===== src/sv/abd_pkg.sv =====
// Shared types, codes and coefficient tables of the ADPCM block decoder.
package abd_pkg;

  localparam int unsigned BLOCK_WORDS_C = 8;
  localparam int unsigned COUNT_W = $clog2(BLOCK_WORDS_C);

  localparam logic signed [15:0] SAMPLE_MAX = 16'sh7FFF;
  localparam logic signed [15:0] SAMPLE_MIN = 16'sh8000;

  typedef enum logic [1:0] {
    CMD_START  = 2'd0,
    CMD_HEADER = 2'd1,
    CMD_DATA   = 2'd2
  } cmd_t;

  typedef enum logic {
    OP_CLEAR = 1'b0,
    OP_DATA  = 1'b1
  } op_t;

  typedef struct packed {
    logic [1:0]  command;
    logic [15:0] word;
  } in_item_t;

  typedef struct packed {
    logic signed [15:0] sample;
    logic               last;
    logic               block_end;
    logic               loop_end;
    logic               stop_envelope;
  } out_item_t;

  // One queued job for the decode side, header already resolved.
  typedef struct packed {
    op_t         op;
    logic [15:0] word;
    logic [3:0]  shift;
    logic [2:0]  filter;
    logic        loop_end;
    logic        loop_repeat;
    logic        block_end;
  } job_t;

  function automatic logic signed [7:0] coef_first(input logic [2:0] filter);
    logic signed [7:0] c;
    unique case (filter)
      3'd1:    c = 8'sd60;
      3'd2:    c = 8'sd115;
      3'd3:    c = 8'sd98;
      3'd4:    c = 8'sd122;
      default: c = 8'sd0;
    endcase
    return c;
  endfunction

  function automatic logic signed [7:0] coef_second(input logic [2:0] filter);
    logic signed [7:0] c;
    unique case (filter)
      3'd2:    c = -8'sd52;
      3'd3:    c = -8'sd55;
      3'd4:    c = -8'sd60;
      default: c = 8'sd0;
    endcase
    return c;
  endfunction

endpackage


===== src/sv/abd_front.sv =====
// Front end: accepts items, latches headers, tracks the block position, queues jobs.
module abd_front
  import abd_pkg::*;
(
  input  logic     clk,
  input  logic     rst_n,
  input  logic     in_valid,
  input  in_item_t in_data,
  input  logic     queue_full,
  output logic     in_stall,
  output logic     push,
  output job_t     push_job
);

  logic [3:0]         shift_r;
  logic [2:0]         filter_r;
  logic               loop_end_r;
  logic               loop_repeat_r;
  logic [COUNT_W-1:0] count_r;
  logic [COUNT_W-1:0] count_inc;
  logic               accept;
  logic               is_start;
  logic               is_header;
  logic               is_data;
  logic               end_of_block;

  assign in_stall  = queue_full;
  assign accept    = in_valid && !queue_full;
  assign is_start  = in_data.command == CMD_START;
  assign is_header = in_data.command == CMD_HEADER;
  assign is_data   = in_data.command == CMD_DATA;

  assign count_inc    = count_r + COUNT_W'(1);
  assign end_of_block = count_inc >= COUNT_W'(BLOCK_WORDS_C - 1);

  // Headers are absorbed here; start and data words go to the decode side.
  assign push = accept && (is_start || is_data);

  always_comb begin
    push_job.op          = is_data ? OP_DATA : OP_CLEAR;
    push_job.word        = in_data.word;
    push_job.shift       = shift_r;
    push_job.filter      = filter_r;
    push_job.loop_end    = loop_end_r;
    push_job.loop_repeat = loop_repeat_r;
    push_job.block_end   = end_of_block;
  end

  always_ff @(posedge clk) begin
    if (!rst_n) begin
      shift_r       <= '0;
      filter_r      <= '0;
      loop_end_r    <= 1'b0;
      loop_repeat_r <= 1'b0;
      count_r       <= '0;
    end else if (accept) begin
      priority if (is_start) begin
        count_r <= '0;
      end else if (is_header) begin
        shift_r       <= in_data.word[3:0];
        filter_r      <= in_data.word[6:4];
        loop_end_r    <= in_data.word[8];
        loop_repeat_r <= in_data.word[9];
        count_r       <= '0;
      end else if (is_data) begin
        count_r <= end_of_block ? '0 : count_inc;
      end else begin
        // unused command: hold everything
        count_r <= count_r;
      end
    end
  end

endmodule


===== src/sv/abd_queue.sv =====
// Short job queue between the front end and the decode side.
module abd_queue
  import abd_pkg::*;
#(
  parameter int unsigned DEPTH = 2
) (
  input  logic clk,
  input  logic rst_n,
  input  logic push,
  input  job_t push_job,
  input  logic pop,
  output logic full,
  output logic head_valid,
  output job_t head_job
);

  localparam int unsigned PTR_W = (DEPTH > 1) ? $clog2(DEPTH) : 1;
  localparam int unsigned CNT_W = $clog2(DEPTH + 1);

  job_t             slots_r [DEPTH];
  logic [PTR_W-1:0] wr_ptr_r;
  logic [PTR_W-1:0] rd_ptr_r;
  logic [CNT_W-1:0] count_r;
  logic             do_push;
  logic             do_pop;

  assign full       = count_r == CNT_W'(DEPTH);
  assign head_valid = count_r != '0;
  assign head_job   = slots_r[rd_ptr_r];
  assign do_push    = push && !full;
  assign do_pop     = pop && head_valid;

  always_ff @(posedge clk) begin
    if (do_push) begin
      slots_r[wr_ptr_r] <= push_job;
    end
  end

  always_ff @(posedge clk) begin
    if (!rst_n) begin
      wr_ptr_r <= '0;
      rd_ptr_r <= '0;
      count_r  <= '0;
    end else begin
      if (do_push) begin
        wr_ptr_r <= (wr_ptr_r == PTR_W'(DEPTH - 1)) ? '0 : wr_ptr_r + PTR_W'(1);
      end
      if (do_pop) begin
        rd_ptr_r <= (rd_ptr_r == PTR_W'(DEPTH - 1)) ? '0 : rd_ptr_r + PTR_W'(1);
      end
      unique case ({do_push, do_pop})
        2'b10:   count_r <= count_r + CNT_W'(1);
        2'b01:   count_r <= count_r - CNT_W'(1);
        default: count_r <= count_r;
      endcase
    end
  end

endmodule


===== src/sv/abd_back.sv =====
// Decode: one nibble prediction per unstalled cycle into a registered output.
module abd_back
  import abd_pkg::*;
(
  input  logic      clk,
  input  logic      rst_n,
  input  logic      head_valid,
  input  job_t      head_job,
  output logic      pop,
  output logic      out_valid,
  input  logic      out_stall,
  output out_item_t out_data
);

  logic               out_valid_r;
  out_item_t          out_data_r;
  logic [1:0]         idx_r;
  logic signed [15:0] hist_one_r;
  logic signed [15:0] hist_two_r;

  logic               step;
  logic               fourth;
  logic [3:0]         nib;
  logic signed [15:0] base;
  logic signed [7:0]  c_one;
  logic signed [7:0]  c_two;
  logic signed [23:0] prod_one;
  logic signed [23:0] prod_two;
  logic signed [23:0] term_one;
  logic signed [23:0] term_two;
  logic signed [18:0] sum;
  logic signed [15:0] sample;
  out_item_t          result;

  assign step   = head_valid && (!out_valid_r || !out_stall);
  assign fourth = idx_r == 2'd3;
  assign pop    = step && ((head_job.op == OP_CLEAR) || fourth);

  assign nib      = head_job.word[{idx_r, 2'b00} +: 4];
  assign base     = $signed({nib, 12'h000}) >>> head_job.shift;
  assign c_one    = coef_first(head_job.filter);
  assign c_two    = coef_second(head_job.filter);
  assign prod_one = c_one * hist_one_r;
  assign prod_two = c_two * hist_two_r;
  assign term_one = prod_one >>> 6;
  assign term_two = prod_two >>> 6;
  assign sum      = 19'(base) + 19'(term_one) + 19'(term_two);

  always_comb begin
    if (sum > 19'(SAMPLE_MAX)) begin
      sample = SAMPLE_MAX;
    end else if (sum < 19'(SAMPLE_MIN)) begin
      sample = SAMPLE_MIN;
    end else begin
      sample = sum[15:0];
    end
    result.sample        = sample;
    result.last          = fourth;
    result.block_end     = fourth && head_job.block_end;
    result.loop_end      = result.block_end && head_job.loop_end;
    result.stop_envelope = result.loop_end && !head_job.loop_repeat;
  end

  always_ff @(posedge clk) begin
    if (!rst_n) begin
      out_valid_r <= 1'b0;
      idx_r       <= '0;
      hist_one_r  <= '0;
      hist_two_r  <= '0;
    end else begin
      if (step && (head_job.op == OP_DATA)) begin
        out_valid_r <= 1'b1;
      end else if (!out_stall) begin
        out_valid_r <= 1'b0;
      end
      if (step) begin
        if (head_job.op == OP_CLEAR) begin
          hist_one_r <= '0;
          hist_two_r <= '0;
        end else begin
          hist_two_r <= hist_one_r;
          hist_one_r <= sample;
          idx_r      <= idx_r + 2'd1;
        end
      end
    end
  end

  always_ff @(posedge clk) begin
    if (step && (head_job.op == OP_DATA)) begin
      out_data_r <= result;
    end
  end

  assign out_valid = out_valid_r;
  assign out_data  = out_data_r;

endmodule


===== src/sv/adpcm_block_decoder.sv =====
// ADPCM block decoder top level: front end, job queue and decode side.
// With the queue empty and the output free, a data word is written into a queue slot
// when accepted, then its first sample is computed into the output register.
// A data word yields four samples, one per cycle from the predictor loop while the
// output is free; a start only clears history; a header never reaches the decoder.
// Input is taken while the job queue has room; output is held in one register.
// Synchronous active-low reset clears history, header, word count and the queue.
module adpcm_block_decoder
  import abd_pkg::*;
#(
  parameter int unsigned QUEUE_DEPTH = 2
) (
  input  logic      clk,
  input  logic      rst_n,
  input  logic      in_valid,
  output logic      in_stall,
  input  in_item_t  in_data,
  output logic      out_valid,
  input  logic      out_stall,
  output out_item_t out_data
);

  logic queue_full;
  logic push;
  job_t push_job;
  logic pop;
  logic head_valid;
  job_t head_job;

  abd_front u_front (
    .clk        (clk),
    .rst_n      (rst_n),
    .in_valid   (in_valid),
    .in_data    (in_data),
    .queue_full (queue_full),
    .in_stall   (in_stall),
    .push       (push),
    .push_job   (push_job)
  );

  abd_queue #(
    .DEPTH (QUEUE_DEPTH)
  ) u_queue (
    .clk        (clk),
    .rst_n      (rst_n),
    .push       (push),
    .push_job   (push_job),
    .pop        (pop),
    .full       (queue_full),
    .head_valid (head_valid),
    .head_job   (head_job)
  );

  abd_back u_back (
    .clk        (clk),
    .rst_n      (rst_n),
    .head_valid (head_valid),
    .head_job   (head_job),
    .pop        (pop),
    .out_valid  (out_valid),
    .out_stall  (out_stall),
    .out_data   (out_data)
  );

endmodule


===== config.mk =====
export PLATFORM = sky130hd
export DESIGN_NAME = adpcm_block_decoder
export DESIGN_NICKNAME = d
export VERILOG_FILES = /design/src/sv/abd_pkg.sv /design/src/sv/abd_front.sv /design/src/sv/abd_queue.sv /design/src/sv/abd_back.sv /design/src/sv/adpcm_block_decoder.sv
export SDC_FILE = /design/constraint.sdc
export NUM_CORES = 1
export LEC_CHECK = 0
export ABC_AREA = 0
export BUFFER_PORTS_ARGS = -buffer_cell sky130_fd_sc_hd__buf_4
export CORE_UTILIZATION = 60
export CTS_CLUSTER_DIAMETER = 200
export DETAILED_ROUTE_END_ITERATION = 8
export PLACE_DENSITY = 0.73
export SLEW_MARGIN = 0
export SYNTH_ARGS = -nofsm -noshare
export SYNTH_HDL_FRONTEND = slang
export SYNTH_SLANG_ARGS = --single-unit

===== constraint.sdc =====
create_clock -name clk -period 13.8 [get_ports clk]
set_clock_uncertainty 0.15 [all_clocks]
set_input_delay 1.38 -clock clk [delete_from_list [all_inputs] [get_ports clk]]
set_output_delay 1.38 -clock clk [all_outputs]
set_load 0.02 [all_outputs]

==> results list <==
- Status: complete, no violations
- Critical path class: reg -> reg
- Data on the critical path arrives at its endpoint at 10,220 ps.
- Overflow left after global routing: 0
* CTS tree: built
- In this run the core area contains between 50 and 60 standard-cell rows.
- Counting distinct cell types in the post-synthesis netlist gives 67.
- After synthesis the netlist holds a flip-flop and latch count of 126.
* Area of the multi-input gates: 9150 µm²
- Routed wire length on met3: 1380 µm
* Final weighted congestion in routability-driven placement: 0.878
* Relative slew slack: 25.0%
- In this run the register-to-register setup slack is about 3800 ps.
- The worst setup path is captured at a flop.
* Register clock-pin slew on the reported worst setup and hold paths: 60 ps
* Number of filler instances in the final layout: 1,735
- Register area: roughly 3300 µm²
* Uppermost layer routed: met4
- The count of buffers added on input and output ports is 43.
- Number of buffers added by the clock tree synthesis step: 17
- The number of setup buffers added after CTS is 0.
- Adding up every negative setup slack in the final design gives 0 ps.
* Post-synth net total: 1,664
- The portion of synthesized area spent on multiplexers is approximately 3.5%.
* Count of routing violations after the opening detailed-route iteration: 617
- WL per Instance: 18.3 µm
- Full die area: 23,100 µm²
- The area growth from synthesis to layout is 8.89%.
* Worst endpoint required time: around 14,000 ps
- The number of antenna violations at the first check in global routing is 0.
- Number of buffers on the longest clock path: 2
- Syn avg cell area: 9.99 µm²
- Summing the areas of all and, or, nand and nor instances in the mapped netlist gives 15.2% of the synthesized area.
- Summing all placed instances gives a cell area of 14,100 µm².
- After floorplanning, the core was sized to cover 21,900 µm².
* Biggest cell delay along the critical path: 920 ps
* Ports placed on the boundary: 44
- Floorplan die width: 152 µm
- Startpoint type of the worst setup path: flop
- After detailed routing, the wire length on met1 is 13,300 µm.
- The number of buffers and inverters on the critical path is 6.
- The number of cells on the worst reg-to-reg path is 33.
- Adder and majority gate portion of the synthesized area: between 30% and 40%
- EDFF count, synth: 74
- In the synthesized netlist the dominant register cell turns out to be edfxtp_1.
* Nets: 1,700
* Post-DP HPWL: 24,100 µm
* Number of hold buffers added after cts: 0
- The number of endpoints with negative hold slack in the final report was 0.
- After synthesis, the largest family of logic cells by area is adder cells.
- Kind of path behind the tightest hold check: reg -> reg
- Final max-slew violation count: 0
* Instance count on the critical path: 33
- Clock root buffer: clkbuf_16
- Number of standard cells after synthesis: 1,348
- Top Family by Delay on Critical Path: compound AO/OA/AOI/OAI gates
- Across the run, the number of max-cap violations was 0.
* CTS resizes: 0
* DRC violations left: 0
- Routed length on met2: 15,400 µm
- During synthesis, Yosys emitted a total of 0 warnings.
- For the pin with the worst max-slew slack, the measured transition is ~1100 ps.
- Layout cells sized above 1: a little under 9%
* Number of global-route vias before repair: 9,782
- Vert. Die Dim: 152 µm
- Unrepaired setup endpoints after global routing: no
* Clk Latency, worst-skew pair: roughly 430 ps
- Most used cells in the layout excluding fill and tap cells: inv_1 (247), fa_1 (154), ha_1 (140), and2_1 (124), edfxtp_1 (74)
* Post-synthesis cell area: approximately 13,000 µm²
* GRT Util Overall: roughly 28%
- Highest net fanout along the worst path: 34
- Final design utilization: between 60 and 70%
* Via count normalized by instance count: 5.67
- The first global-routing pass estimated 50,900 µm of wire.
- The H-tree was split into 4 levels.
- Starting density of the core: 61.5%
- Endpoint of the lowest-slack register-to-register path: u_back.hist_one_r[4]
- Final Instance Area: 14,700 µm²
- FFs w/ async S/R, synth: 0%
- Leaving out fill and tap cells, the most frequent cell in the layout is inv_1.
- Detailed routing inserted a total of 9,501 vias.
- 0 antenna diodes ended up in the layout.
- Summing the areas of all compound-gate instances in the mapped netlist gives under 10% of the synthesized area.
- The routed design has 30,700 µm of wire.
* Share of the cycle needed by the critical path after routing: 72.4%
- Clock tree synthesis found a total of 126 sinks.
* Post-layout minimum cycle time: 10000 ps
- The largest individual stage delay along the critical path comes from the cell o31ai_2.
- Iteration count of the initial detailed-routing pass: 5
- Last element of the critical path: u_back.hist_one_r[4]
- Parity-gate share of the synthesized area counting xor and xnor cells: 3.97%
* Antenna violation net count after detailed routing: 0
- Based on the critical path, the design can be clocked at up to 100 MHz.
* Maximum number of pins on one net before global-route repair: 41
- Setup violations remaining at the end of the flow were counted as 0.
* Part of the Yosys area used for sequential elements: 24.2%
worst min-delay path by stage:
stage / startpoint / to / slack, ps / cells past startpoint
finish: u_front.loop_repeat_r / u_queue.slots_r[0][1] / 310 / 0
global placement: u_front.shift_r[1] / u_queue.slots_r[1][7] / 290 / 0
CTS: u_front.loop_repeat_r / u_queue.slots_r[0][1] / 310 / 0
detailed placement: u_front.loop_repeat_r / u_queue.slots_r[1][1] / 290 / 0
global route: u_front.loop_repeat_r / u_queue.slots_r[1][1] / 330 / 0
floorplan: u_front.loop_repeat_r / u_queue.slots_r[0][1] / 280 / 0
kinds of logic (layout without fill, tap and decap cells):
logic type,after synthesis,in the layout
buffers and inverters,282,331
AOI/OAI and AO/OA,175,175
adders and majority gates,294,294
and+or+nand+nor,373,373
xor gates and xnor gates,61,61
muxes,37,37
DFF,126,126
worst register-to-register path: cells and delay by family (launching register included):
| kind | cells | cell delay (ps) |
|---|---|---|
| AOI/OAI and AO/OA | 13 | 3130 |
| DFF | 1 | 310 |
| adders and majority gates | 7 | 3090 |
| and+or+nand+nor | 5 | 1700 |
| buffers and inverters | 6 | 1300 |
| xor gates and xnor gates | 2 | 250 |
Yosys cell counts, types with 3 or more instances:
cell type / instances / area share [%]
or3_1: 5 / 0.23
or2_1: 5 / 0.23
nand2b_1: 17 / 0.79
nor3_1: 16 / 0.59
a21boi_0: 3 / 0.17
nand2_1: 56 / 1.6
nand3_1: 10 / 0.37
inv_1: 247 / 6.9
nand4_1: 3 / 0.14
o21bai_1: 5 / 0.28
a211oi_1: 3 / 0.17
xnor2_1: 40 / 2.6
xor2_1: 21 / 1.4
ha_1: 140 / 13
o21ai_0: 29 / 1.1
a221o_1: 13 / 0.97
clkbuf_1: 28 / 0.78
a21o_1: 14 / 0.78
or2_2: 12 / 0.56
and3_1: 6 / 0.28
nor2b_1: 53 / 2.5
o21a_1: 12 / 0.67
edfxtp_1: 74 / 16
mux4_2: 8 / 1.3
a311oi_1: 3 / 0.20
mux2_2: 3 / 0.25
a22oi_1: 19 / 1.1
a31oi_1: 3 / 0.14
a21oi_1: 41 / 1.5
o31ai_1: 3 / 0.17
buf_2: 4 / 0.15
and2_1: 124 / 5.8
mux2i_1: 26 / 1.9
dfxtp_1: 52 / 7.7
fa_1: 154 / 23
o211ai_1: 3 / 0.17
nor2_1: 57 / 1.6
registers in the layout, summed over array words and instances, names as in the netlist, named ones only:
signal	count
u_back.hist_one_r	16
u_back.hist_two_r	16
u_back.idx_r	2
u_back.out_data	20
u_back.out_valid	1
u_front.count_r	3
u_front.filter_r	3
u_front.loop_end_r	1
u_front.loop_repeat_r	1
u_front.shift_r	4
u_queue.count_r	2
u_queue.rd_ptr_r	1
u_queue.slots_r	54
u_queue.wr_ptr_r	1
per-stage QoR:
step	setup slack, ps	hold WS (ps)	instances
after floorplan	5060	275	1348
after global placement	4080	287	1645
after detailed placement	3940	292	1645
after CTS	3920	306	1677
after global routing	3200	331	1677
final	3800	308	1677
metal layers:
| metal | vias up | global-route usage (%) |
|---|---|---|
| met1 | 4729 | 37.2 |
| met2 | 252 | 49.3 |
| met3 | 48 | 3.42 |
| met5 | - | 0 |
| met4 | 0 | 8.29 |
| li1 | 4472 | - |
area by class of cell:
type                       count  area share [%]
clock buffer                  17            2.90
clock inverter                15            1.12
inverter                     247            6.32
multi-input combinational    940            62.4
sequential                   126            22.2
tap                          280            2.39
timing repair buffer          52            2.66
Power is not shown: default switching activity piles up to over one toggle a cycle in this logic, so the estimate is an artifact.
